--- src/hdl/http_request_line_splitter_assert.svh ---
// ----------------------------------------------------------------------------
// HTTP request line splitter assertion macros
// Shared property macros for the concurrent checks of the splitter.
// ----------------------------------------------------------------------------
`ifndef HTTP_REQUEST_LINE_SPLITTER_ASSERT_SVH
`define HTTP_REQUEST_LINE_SPLITTER_ASSERT_SVH

// The consequent must hold in the same cycle as the antecedent.
`define HRLS_ASSERT_SAME(lbl, clk, rst_n, ante, cons) \
  lbl: assert property (@(posedge clk) disable iff (!rst_n) (ante) |-> (cons)) \
    else $error("hrls check failed");

// The consequent must hold in the cycle after the antecedent.
`define HRLS_ASSERT_NEXT(lbl, clk, rst_n, ante, cons) \
  lbl: assert property (@(posedge clk) disable iff (!rst_n) (ante) |=> (cons)) \
    else $error("hrls check failed");

`endif

--- src/hdl/hrls_pkg.sv ---
// ----------------------------------------------------------------------------
// HTTP request line splitter package
// Types, character codes and default sizes shared by the splitter modules.
// ----------------------------------------------------------------------------
package hrls_pkg;

  // Width of every reported offset and length.
  localparam int OUT_W = 13;

  // Default limit on the number of bytes examined in one buffer.
  localparam int MAX_BYTES_DEF = 4096;

  // Character codes the parser looks for.
  localparam logic [7:0] CHAR_SPACE = 8'h20;
  localparam logic [7:0] CHAR_CR    = 8'h0D;
  localparam logic [7:0] CHAR_LF    = 8'h0A;

  // Parser phases, in the order they are entered.
  typedef enum logic [2:0] {
    PH_METHOD,
    PH_GAP1,
    PH_URL,
    PH_GAP2,
    PH_VERSION,
    PH_EOL,
    PH_DONE
  } hrls_phase_e;

  // One result item.
  typedef struct packed {
    logic             line_valid;
    logic [OUT_W-1:0] method_length;
    logic [OUT_W-1:0] url_start;
    logic [OUT_W-1:0] url_length;
    logic [OUT_W-1:0] version_start;
    logic [OUT_W-1:0] version_length;
    logic [OUT_W-1:0] consumed_length;
    logic             too_long;
  } hrls_result_t;

endpackage

--- src/hdl/hrls_parser.sv ---
// ----------------------------------------------------------------------------
// HTTP request line splitter parser
// Phase machine and span registers; takes one registered byte per cycle while
// step_valid_i is high and forms the result on the last byte of a buffer.
// ----------------------------------------------------------------------------
module hrls_parser #(
  parameter int MAX_BYTES = hrls_pkg::MAX_BYTES_DEF
) (
  input  logic                  clk_i,
  input  logic                  rst_ni,
  input  logic                  step_valid_i,
  input  logic [7:0]            data_byte_i,
  input  logic                  last_byte_i,
  output logic                  res_fire_o,
  output hrls_pkg::hrls_result_t res_o
);

  localparam int PW = $clog2(MAX_BYTES + 1);
  localparam int EW = (PW > hrls_pkg::OUT_W) ? PW : hrls_pkg::OUT_W;

  // Reduce a position-wide value to the reported width.
  function automatic logic [hrls_pkg::OUT_W-1:0] to_out(input logic [PW-1:0] v);
    logic [EW-1:0] w;
    w = EW'(v);
    return w[hrls_pkg::OUT_W-1:0];
  endfunction

  hrls_pkg::hrls_phase_e phase_q, phase_d, ph_take;
  logic [PW-1:0] pos_q, pos_d, pos_t;
  logic [PW-1:0] mlen_q, mlen_d, mlen_t, mlen_f;
  logic [PW-1:0] ustart_q, ustart_d, ustart_t, ustart_f;
  logic [PW-1:0] ulen_q, ulen_d, ulen_t, ulen_f;
  logic [PW-1:0] vstart_q, vstart_d, vstart_t, vstart_f;
  logic [PW-1:0] vlen_q, vlen_d, vlen_t, vlen_f;
  logic [PW-1:0] cons_q, cons_d, cons_t, cons_f;
  logic          ovf_q, ovf_d, ovf_t;
  logic          at_limit, take, is_sp, is_eol, done;

  assign at_limit = (pos_q >= PW'(MAX_BYTES));
  assign take     = step_valid_i && !at_limit;
  assign is_sp    = (data_byte_i == hrls_pkg::CHAR_SPACE);
  assign is_eol   = (data_byte_i == hrls_pkg::CHAR_CR) || (data_byte_i == hrls_pkg::CHAR_LF);
  assign done     = step_valid_i && last_byte_i;

  // Next phase after examining the byte.
  always_comb begin
    ph_take = phase_q;
    if (take) begin
      case (phase_q)
        hrls_pkg::PH_METHOD:  if (is_sp) ph_take = hrls_pkg::PH_GAP1;
        hrls_pkg::PH_GAP1:    if (!is_sp) ph_take = hrls_pkg::PH_URL;
        hrls_pkg::PH_URL:     if (is_sp) ph_take = hrls_pkg::PH_GAP2;
        hrls_pkg::PH_GAP2: begin
          if (!is_sp) ph_take = is_eol ? hrls_pkg::PH_EOL : hrls_pkg::PH_VERSION;
        end
        hrls_pkg::PH_VERSION: if (is_eol) ph_take = hrls_pkg::PH_EOL;
        hrls_pkg::PH_EOL:     if (!is_eol) ph_take = hrls_pkg::PH_DONE;
        default:              ph_take = phase_q;
      endcase
    end
    phase_d = done ? hrls_pkg::PH_METHOD : ph_take;
  end

  // Span updates for the byte at the current position.
  always_comb begin
    pos_t    = pos_q;
    mlen_t   = mlen_q;
    ustart_t = ustart_q;
    ulen_t   = ulen_q;
    vstart_t = vstart_q;
    vlen_t   = vlen_q;
    cons_t   = cons_q;
    ovf_t    = ovf_q;
    if (step_valid_i && at_limit) begin
      ovf_t = 1'b1;
    end
    if (take) begin
      pos_t = pos_q + PW'(1);
      case (phase_q)
        hrls_pkg::PH_METHOD:  if (is_sp) mlen_t = pos_q;
        hrls_pkg::PH_GAP1:    if (!is_sp) ustart_t = pos_q;
        hrls_pkg::PH_URL:     if (is_sp) ulen_t = pos_q - ustart_q;
        hrls_pkg::PH_GAP2: begin
          if (!is_sp) begin
            vstart_t = pos_q;
            if (is_eol) begin
              vlen_t = '0;
              cons_t = pos_q + PW'(1);
            end
          end
        end
        hrls_pkg::PH_VERSION: begin
          if (is_eol) begin
            vlen_t = pos_q - vstart_q;
            cons_t = pos_q + PW'(1);
          end
        end
        hrls_pkg::PH_EOL:     if (is_eol) cons_t = pos_q + PW'(1);
        default:              cons_t = cons_q;
      endcase
    end
  end

  // Close any part still open when the buffer ends.
  always_comb begin
    mlen_f   = mlen_t;
    ustart_f = ustart_t;
    ulen_f   = ulen_t;
    vstart_f = vstart_t;
    vlen_f   = vlen_t;
    cons_f   = cons_t;
    case (ph_take)
      hrls_pkg::PH_METHOD: begin
        mlen_f   = pos_t;
        ustart_f = pos_t;
        ulen_f   = '0;
        vstart_f = pos_t;
        vlen_f   = '0;
        cons_f   = pos_t;
      end
      hrls_pkg::PH_GAP1: begin
        ustart_f = pos_t;
        ulen_f   = '0;
        vstart_f = pos_t;
        vlen_f   = '0;
        cons_f   = pos_t;
      end
      hrls_pkg::PH_URL: begin
        ulen_f   = pos_t - ustart_t;
        vstart_f = pos_t;
        vlen_f   = '0;
        cons_f   = pos_t;
      end
      hrls_pkg::PH_GAP2: begin
        vstart_f = pos_t;
        vlen_f   = '0;
        cons_f   = pos_t;
      end
      hrls_pkg::PH_VERSION: begin
        vlen_f = pos_t - vstart_t;
        cons_f = pos_t;
      end
      default: cons_f = cons_t;
    endcase
  end

  // Result item and register next values; a finished buffer clears the state.
  always_comb begin
    res_o.line_valid      = (|mlen_f) && (|ulen_f) && (|vlen_f) && !ovf_t;
    res_o.method_length   = to_out(mlen_f);
    res_o.url_start       = to_out(ustart_f);
    res_o.url_length      = to_out(ulen_f);
    res_o.version_start   = to_out(vstart_f);
    res_o.version_length  = to_out(vlen_f);
    res_o.consumed_length = to_out(cons_f);
    res_o.too_long        = ovf_t;
    if (done) begin
      pos_d    = '0;
      mlen_d   = '0;
      ustart_d = '0;
      ulen_d   = '0;
      vstart_d = '0;
      vlen_d   = '0;
      cons_d   = '0;
      ovf_d    = 1'b0;
    end else begin
      pos_d    = pos_t;
      mlen_d   = mlen_t;
      ustart_d = ustart_t;
      ulen_d   = ulen_t;
      vstart_d = vstart_t;
      vlen_d   = vlen_t;
      cons_d   = cons_t;
      ovf_d    = ovf_t;
    end
  end

  assign res_fire_o = done;

  // State registers.
  always_ff @(posedge clk_i or negedge rst_ni) begin
    if (!rst_ni) begin
      phase_q  <= hrls_pkg::PH_METHOD;
      pos_q    <= '0;
      mlen_q   <= '0;
      ustart_q <= '0;
      ulen_q   <= '0;
      vstart_q <= '0;
      vlen_q   <= '0;
      cons_q   <= '0;
      ovf_q    <= 1'b0;
    end else begin
      phase_q  <= phase_d;
      pos_q    <= pos_d;
      mlen_q   <= mlen_d;
      ustart_q <= ustart_d;
      ulen_q   <= ulen_d;
      vstart_q <= vstart_d;
      vlen_q   <= vlen_d;
      cons_q   <= cons_d;
      ovf_q    <= ovf_d;
    end
  end

endmodule

--- src/hdl/hrls_out_stage.sv ---
// ----------------------------------------------------------------------------
// HTTP request line splitter output stage
// Result register with valid/ready handshake toward the consumer.
// ----------------------------------------------------------------------------
module hrls_out_stage (
  input  logic                   clk_i,
  input  logic                   rst_ni,
  input  logic                   load_i,
  input  hrls_pkg::hrls_result_t res_i,
  output logic                   can_load_o,
  output logic                   valid_o,
  input  logic                   ready_i,
  output hrls_pkg::hrls_result_t res_o
);

  logic                   valid_q, valid_d;
  hrls_pkg::hrls_result_t res_q;

  // The register may take a new item when empty or when it empties this cycle.
  assign can_load_o = !valid_q || ready_i;

  always_comb begin
    valid_d = valid_q;
    if (load_i) begin
      valid_d = 1'b1;
    end else if (ready_i) begin
      valid_d = 1'b0;
    end
  end

  always_ff @(posedge clk_i or negedge rst_ni) begin
    if (!rst_ni) begin
      valid_q <= 1'b0;
    end else begin
      valid_q <= valid_d;
    end
  end

  // Payload needs no reset.
  always_ff @(posedge clk_i) begin
    if (load_i) begin
      res_q <= res_i;
    end
  end

  assign valid_o = valid_q;
  assign res_o   = res_q;

endmodule

--- src/hdl/http_request_line_splitter.sv ---
// ----------------------------------------------------------------------------
// HTTP request line splitter
// Splits a request line, presented one byte per item, into method, URL and
// version spans. The block accepts one byte every clock cycle unless the
// input stalls: a byte is captured in the input register, examined by the
// phase machine once it moves on from there, and on the byte marked last the
// result item is written to the output register, from which it is presented.
// Input stalls only while a last byte waits for a full output register that
// the consumer has not yet taken. No reset sweep is needed.
// ----------------------------------------------------------------------------
`include "http_request_line_splitter_assert.svh"

module http_request_line_splitter #(
  parameter int MAX_BYTES = hrls_pkg::MAX_BYTES_DEF
) (
  input  logic                        clk_i,
  input  logic                        rst_ni,
  input  logic                        in_valid_i,
  output logic                        in_ready_o,
  input  logic [7:0]                  data_byte_i,
  input  logic                        last_byte_i,
  output logic                        out_valid_o,
  input  logic                        out_ready_i,
  output logic                        line_valid_o,
  output logic [hrls_pkg::OUT_W-1:0]  method_length_o,
  output logic [hrls_pkg::OUT_W-1:0]  url_start_o,
  output logic [hrls_pkg::OUT_W-1:0]  url_length_o,
  output logic [hrls_pkg::OUT_W-1:0]  version_start_o,
  output logic [hrls_pkg::OUT_W-1:0]  version_length_o,
  output logic [hrls_pkg::OUT_W-1:0]  consumed_length_o,
  output logic                        too_long_o
);

  logic                   s1_valid_q, s1_valid_d;
  logic [7:0]             s1_byte_q;
  logic                   s1_last_q;
  logic                   s1_advance, in_take;
  logic                   res_fire, out_can_load;
  hrls_pkg::hrls_result_t res_comb, res_out;

  // The held item moves on unless it is a last byte facing a blocked output.
  assign s1_advance = s1_valid_q && (!s1_last_q || out_can_load);
  assign in_ready_o = !s1_valid_q || s1_advance;
  assign in_take    = in_valid_i && in_ready_o;

  always_comb begin
    s1_valid_d = s1_valid_q;
    if (in_take) begin
      s1_valid_d = 1'b1;
    end else if (s1_advance) begin
      s1_valid_d = 1'b0;
    end
  end

  // Input register.
  always_ff @(posedge clk_i or negedge rst_ni) begin
    if (!rst_ni) begin
      s1_valid_q <= 1'b0;
    end else begin
      s1_valid_q <= s1_valid_d;
    end
  end

  always_ff @(posedge clk_i) begin
    if (in_take) begin
      s1_byte_q <= data_byte_i;
      s1_last_q <= last_byte_i;
    end
  end

  // Phase machine and spans.
  hrls_parser #(
    .MAX_BYTES (MAX_BYTES)
  ) u_parser (
    .clk_i        (clk_i),
    .rst_ni       (rst_ni),
    .step_valid_i (s1_advance),
    .data_byte_i  (s1_byte_q),
    .last_byte_i  (s1_last_q),
    .res_fire_o   (res_fire),
    .res_o        (res_comb)
  );

  // Result register.
  hrls_out_stage u_out (
    .clk_i      (clk_i),
    .rst_ni     (rst_ni),
    .load_i     (res_fire),
    .res_i      (res_comb),
    .can_load_o (out_can_load),
    .valid_o    (out_valid_o),
    .ready_i    (out_ready_i),
    .res_o      (res_out)
  );

  assign line_valid_o      = res_out.line_valid;
  assign method_length_o   = res_out.method_length;
  assign url_start_o       = res_out.url_start;
  assign url_length_o      = res_out.url_length;
  assign version_start_o   = res_out.version_start;
  assign version_length_o  = res_out.version_length;
  assign consumed_length_o = res_out.consumed_length;
  assign too_long_o        = res_out.too_long;

  // A result is only formed when the output register can take it.
  `HRLS_ASSERT_SAME(a_fire_has_room, clk_i, rst_ni, res_fire, out_can_load)
  // A last byte blocked by the output holds the input side off.
  `HRLS_ASSERT_SAME(a_stall_blocks_input, clk_i, rst_ni,
                    s1_valid_q && s1_last_q && out_valid_o && !out_ready_i, !in_ready_o)
  // An overlong buffer never reports a valid line.
  `HRLS_ASSERT_SAME(a_too_long_invalid, clk_i, rst_ni, out_valid_o && too_long_o, !line_valid_o)
  // A formed result is presented in the following cycle.
  `HRLS_ASSERT_NEXT(a_fire_shows, clk_i, rst_ni, res_fire, out_valid_o)

endmodule

--- config.mk ---
export PLATFORM = sky130hd
export DESIGN_NAME = http_request_line_splitter
export DESIGN_NICKNAME = d
export VERILOG_FILES = /design/src/hdl/hrls_pkg.sv /design/src/hdl/hrls_parser.sv /design/src/hdl/hrls_out_stage.sv /design/src/hdl/http_request_line_splitter.sv
export VERILOG_INCLUDE_DIRS = /design/src /design/src/hdl
export SDC_FILE = /design/constraint.sdc
export NUM_CORES = 1
export LEC_CHECK = 0
export BUFFER_PORTS_ARGS = -buffer_cell sky130_fd_sc_hd__buf_2
export CORE_AREA = 2 2 159 161
export CTS_CLUSTER_SIZE = 25
export DETAILED_ROUTE_END_ITERATION = 7
export DIE_AREA = 0 0 161 163
export GPL_TIMING_DRIVEN = 0
export PLACE_DENSITY = 0.69
export SLEW_MARGIN = 20
export SYNTH_ARGS = -nofsm -noshare
export SYNTH_HDL_FRONTEND = slang
export SYNTH_SLANG_ARGS = --single-unit
--- constraint.sdc ---
create_clock -name clk_i -period 7.34 [get_ports clk_i]
set_input_delay 0.367 -clock clk_i [delete_from_list [all_inputs] [get_ports clk_i]]
set_output_delay 0.367 -clock clk_i [all_outputs]
set_load 0.03 [all_outputs]
# [Word level (Yosys, flattened, before mapping)]
# Cells that the tools add are included.
[classes] add_sub_neg=5 magnitude_cmp=1 eq_ne=12 mux=51 reduce_logical=28
[ops] op="13-bit 2-to-1 mux" count=31
[ops] op="13-bit case mux with 2 select lines" count=4
[ops] op="13-bit subtractor" count=4
[ops] op="13-bit OR reduction" count=3
[ops] op="3-bit 2-to-1 mux" count=8
[ops] op="3-bit case mux with 6 select lines" count=1
[ops] op="8-bit by 4-bit == test with 1-bit output (second input constant)" count=2
[ops] op="13-bit by 1-bit adder with 13-bit output (second input constant)" count=1
[ops] op="13-bit >= comparator (second input constant)" count=1
[ops] op="3-bit by 2-bit == test with 1-bit output (second input constant)" count=4
[ops] op="3-bit == test (second input constant)" count=3
[ops] op="8-bit by 6-bit == test with 1-bit output (second input constant)" count=1
[ops] op="1-bit logical AND" count=8
[ops] op="1-bit 2-to-1 mux" count=7
[ops] op="3-bit by 1-bit == test with 1-bit output (second input constant)" count=2
[ops] op="3-bit logical NOT" count=2
[ops] op="1-bit logical NOT" count=5
[ops] op="5-bit OR reduction" count=1
[ops] op="1-bit logical OR" count=4
[ops] op="2-bit nonzero test" count=2
[ops] op="2-bit OR reduction" count=2
[ops] op="4-bit OR reduction" count=1
[totals] reg_bits=186 inputBits=13 word_cells=118

# [Logic depth before layout (Yosys ltp)]
[logic_depth] ltp_word=13 mapped_depth=22

# [Modules after synthesis]
# Synthesis repeated with hierarchy kept, for this count alone.
[unflattened] cells_unflattened=1059 area_unflattened_um2=10802.9
[by_module_without_submodules] mod="hrls_parser" n_inst=1 cells_each=961 area_each_um2=8011.4 seq_area_each_um2=2377.3
[by_module_without_submodules] mod="hrls_out_stage" n_inst=1 cells_each=83 area_each_um2=2449.8 seq_area_each_um2=2427.3
[by_module_without_submodules] mod="http_request_line_splitter" n_inst=1 cells_each=15 area_each_um2=341.6 seq_area_each_um2=295.3

# [Worst setup path after synthesis]
# OpenSTA, ideal clock, no wires.
[synth_path] path_kind="reg-to-reg" startpoint="register u_out.valid_q (netlist: u_out.valid_o)" endpoint="register u_out.res_q (netlist bit u_out.res_o[79]) (data pin)" setup_ns=0.263 t_arrival_ns=5.000 setup_slack_ns=2.076 path_stages_with_launch=20 path_buffers=2 synth_period_minus_slack_ns=5.264 path_cell_list="dfrtp_1 and3b_1 nor2_1 clkbuf_1 nand2_1 clkbuf_1 mux2i_1 inv_1 ha_1 fa_1 nor2b_1 or4_1 a31oi_1 xor2_1 o21ai_1 or3_1 or4_1 or3_1 nor4_2 a211oi_1"
[synth_lines] item="from (decl)" line_no="hrls_out_stage.sv:16" source="logic valid_q, valid_d;"
[synth_lines] item="from (signal assigned)" line_no="hrls_out_stage.sv:35" source="valid_q <= valid_d;"
[synth_lines] item="to (signal assigned)" line_no="hrls_out_stage.sv:42" source="res_q <= res_i;"
[synth_lines] item="to (decl)" line_no="hrls_out_stage.sv:17" source="hrls_pkg::hrls_result_t res_q;"

==> metrics <==
crit path time final 6860 ps; clk_skew 11.0 ps; hold_sp data_byte_i[5]; total wire length roughly 34 mm; Rows 58; crit end category flop; DRT iter0 DRCs 1051; RSZ-0062 raised after global routing false; Num CTS Buffers 17; drt first pass iters 5; Slew headroom ~28%; power density over cell area approximately 230 nW/µm²; CP Launch Type flop; ys flop type dfrtp_1; area of the multi-input gates between 5000 and 6000 µm²; Initial Util 44.0%; total negative slack 0 ps; cell count after synthesis between 1000 and 1500; wire length per cell 21.3 µm; Final period util approximately 93%; CP Class flop to flop; Clock Path Buffers 2; count leader, synth nor2_1; root buffer cell clkbuf_16; die height between 150 and 200 µm; # diodes 0; Worst Hold Path Cells 1; CTS tree done; Fillers 2318; status completed; asr flop ratio synth a little over half; r2r setup slk between 400 and 500 ps; NumNets Final ~1300; Seq/Total Area, Yosys between 40% and 50%; PortBufs 94; Synth cell types 78; Synth Warn # 0; mapped cell area 10900 µm²; Core Area roughly 25000 µm²; CP arrival 7030 ps; clock-pin slew on the worst setup and hold paths around 80 ps; top-area cell type share of the netlist area 24.6%; Setup Fix Bufs, Post-CTS 0; Post-DP HPWL between 20 and 30 mm; mean post-synth cell area 9.65 µm²; final slew viol count 0; Fin. Hold Viols 0; clk_lat worst skew around 450 ps; global-route wire length before repair ~51 mm; gpl congestion 0.959; maxcap violations 0; # IOs 95; Layout area overhead 14.4%; aggregate global routing overflow 0; H-tree depth 4; die area roughly 26000 µm²; VDD IR-drop max ~0.13 mV; crit path from s1_last_q; Setup Viol. Count Final 0; Area contributors post-synth edfxtp_1 25%, dfrtp_1 22%, nor2_1 5.8%, ha_1 5.2%, a21oi_1 4.2%; RR Startpoint s1_last_q; total track usage approximately 26%; HP Class input pin to flop; share of cells above drive strength 1 about 13%; worst-margin pin slew 1080 ps; Static Leak approximately 0.0053 µW; FF/Latch Area about 5000 µm²; f_max approximately 150 MHz; leading area contributor after synthesis edfxtp_1; largest net degree at the start of global routing slightly below 60; vias in the first global route between 8000 and 9000; worst reg2reg path depth 19; number of vias per cell around 5.9; residual DRC count 0; number of enable flip-flop cells after synthesis 89; Critical Path RT 7510 ps; DRT antenna net count 0; top cells by count, synth 167 x nor2_1, 97 x dfrtp_1, 92 x a21oi_1; Mapped Nets between 1000 and 1500; CP max FO 10; CTS sink cnt ~190; synthesized flop and latch total between 150 and 200; Via Count between 9000 and 10000; initial antenna violation count 0; DIE WIDTH ~160 µm; final instance area roughly 12000 µm²; placed instance area about 12000 µm²
power by group:
group / total [µW] / internal (µW) / switching, µW / leakage, µW
logic: 714 / 247 / 467 / 0.00278
registers: 1170 / 1140 / 27.1 / 0.00221
clock network: 937 / 461 / 476 / 0.000289
total: 2820 / 1850 / 970 / 0.00528
critical path: stages (launching register included):
cell      delay, ps
edfxtp_1        420
and3b_1         260
nor2_1          330
clkbuf_1        470
nand2_1         460
clkbuf_1        460
mux2i_1         360
inv_1            90
ha_1            240
fa_1            500
nor2b_1         160
or4_1           520
a31oi_1         250
xor2_1          280
o21ai_1         180
or3_1           420
or4_1           410
or3_1           330
nor4_2          370
a211oi_1        100
routing by layer:
metal,up-vias,global-route usage (%),routed length [µm]
li1,4270,-,-
met1,4545,34.3,13800
met2,504,41.7,15800
met3,84,4.53,2670
met4,0,11.9,1420
met5,-,0,0
path summary, 6_finish.rpt:
path | end
min | s1_byte_q[5]
max | u_out.res_o[79]
min in group asynchronous | u_parser.ulen_q[12]
min reg2reg | u_parser.vlen_q[4]
max reg2reg | u_out.res_o[79]
max in group asynchronous | u_parser.pos_q[0]
area by class of cell:
type / instances / area share, %
Inverter: 57 / 1.72
Multi-Input combinational cell: 822 / 42.6
Buffer: 60 / 2.01
Timing Repair Buffer: 98 / 4.46
Clock buffer: 17 / 3.43
Clock inverter: 15 / 1.33
Tap cell: 330 / 3.33
Sequential cell: 186 / 41.1
registers in the layout, indices dropped and copies added (netlist names):
| register | flops |
|---|---|
| u_out.res_o | 80 |
| u_parser.ustart_q | 13 |
| u_parser.vstart_q | 13 |
| s1_last_q | 1 |
| u_parser.vlen_q | 13 |
| u_out.valid_o | 1 |
| s1_byte_q | 8 |
| u_parser.mlen_q | 13 |
| u_parser.ulen_q | 13 |
| u_parser.phase_q | 3 |
| u_parser.cons_q | 13 |
| u_parser.pos_q | 13 |
| s1_valid_q | 1 |
| u_parser.ovf_q | 1 |
placed cells by master, fill, tap and decap left out, drive strengths merged, types with 21 or more instances in the layout:
cell and count:
a21oi 93, mux2i 46, inv 67, nand2 70
xnor2 39, o21ai 52, nor3 28, nand3 26
edfxtp 89, dfrtp 97, nor2 168, buf 110
clkbuf 64, ha 45, and2 21
what timing repair did:
action,4_1_cts,5_1_grt
hold buffers,1,0
hold endpoints to repair,39,0
resized for setup,0,0
stage by stage:
step / util [%] / power [µW] / hold slack, ps / setup WS [ps] / instances
4_1_cts: 50.3 / 2820 / 81.6 / 698 / 1585
6_report: 50.3 / 2820 / 90.5 / 485 / 1585
2_1_floorplan: - / 1670 / 71.4 / 2080 / 1125
3_5_place_dp: 47.9 / 1890 / 330 / 687 / 1552
5_1_grt: 50.3 / 2930 / 79.6 / 290 / 1585
3_3_place_gp: 47.6 / 1890 / 493 / 714 / 1549
kinds of logic (layout without fill, tap and decap cells):
kind of cell | after synthesis | count (layout) | share of synthesized area, %
buffers and inverters | 117 | 247 | 4.23
adder cells (fa/ha/maj) | 52 | 52 | 6.21
AO/OA/AOI/OAI | 276 | 276 | 16.4
XOR/XNOR | 57 | 57 | 4.60
multiplexers | 47 | 47 | 4.35
flip-flops | 186 | 186 | 47.0
AND/OR/NAND/NOR | 390 | 390 | 17.2
Power figures use the tool's default switching activity.
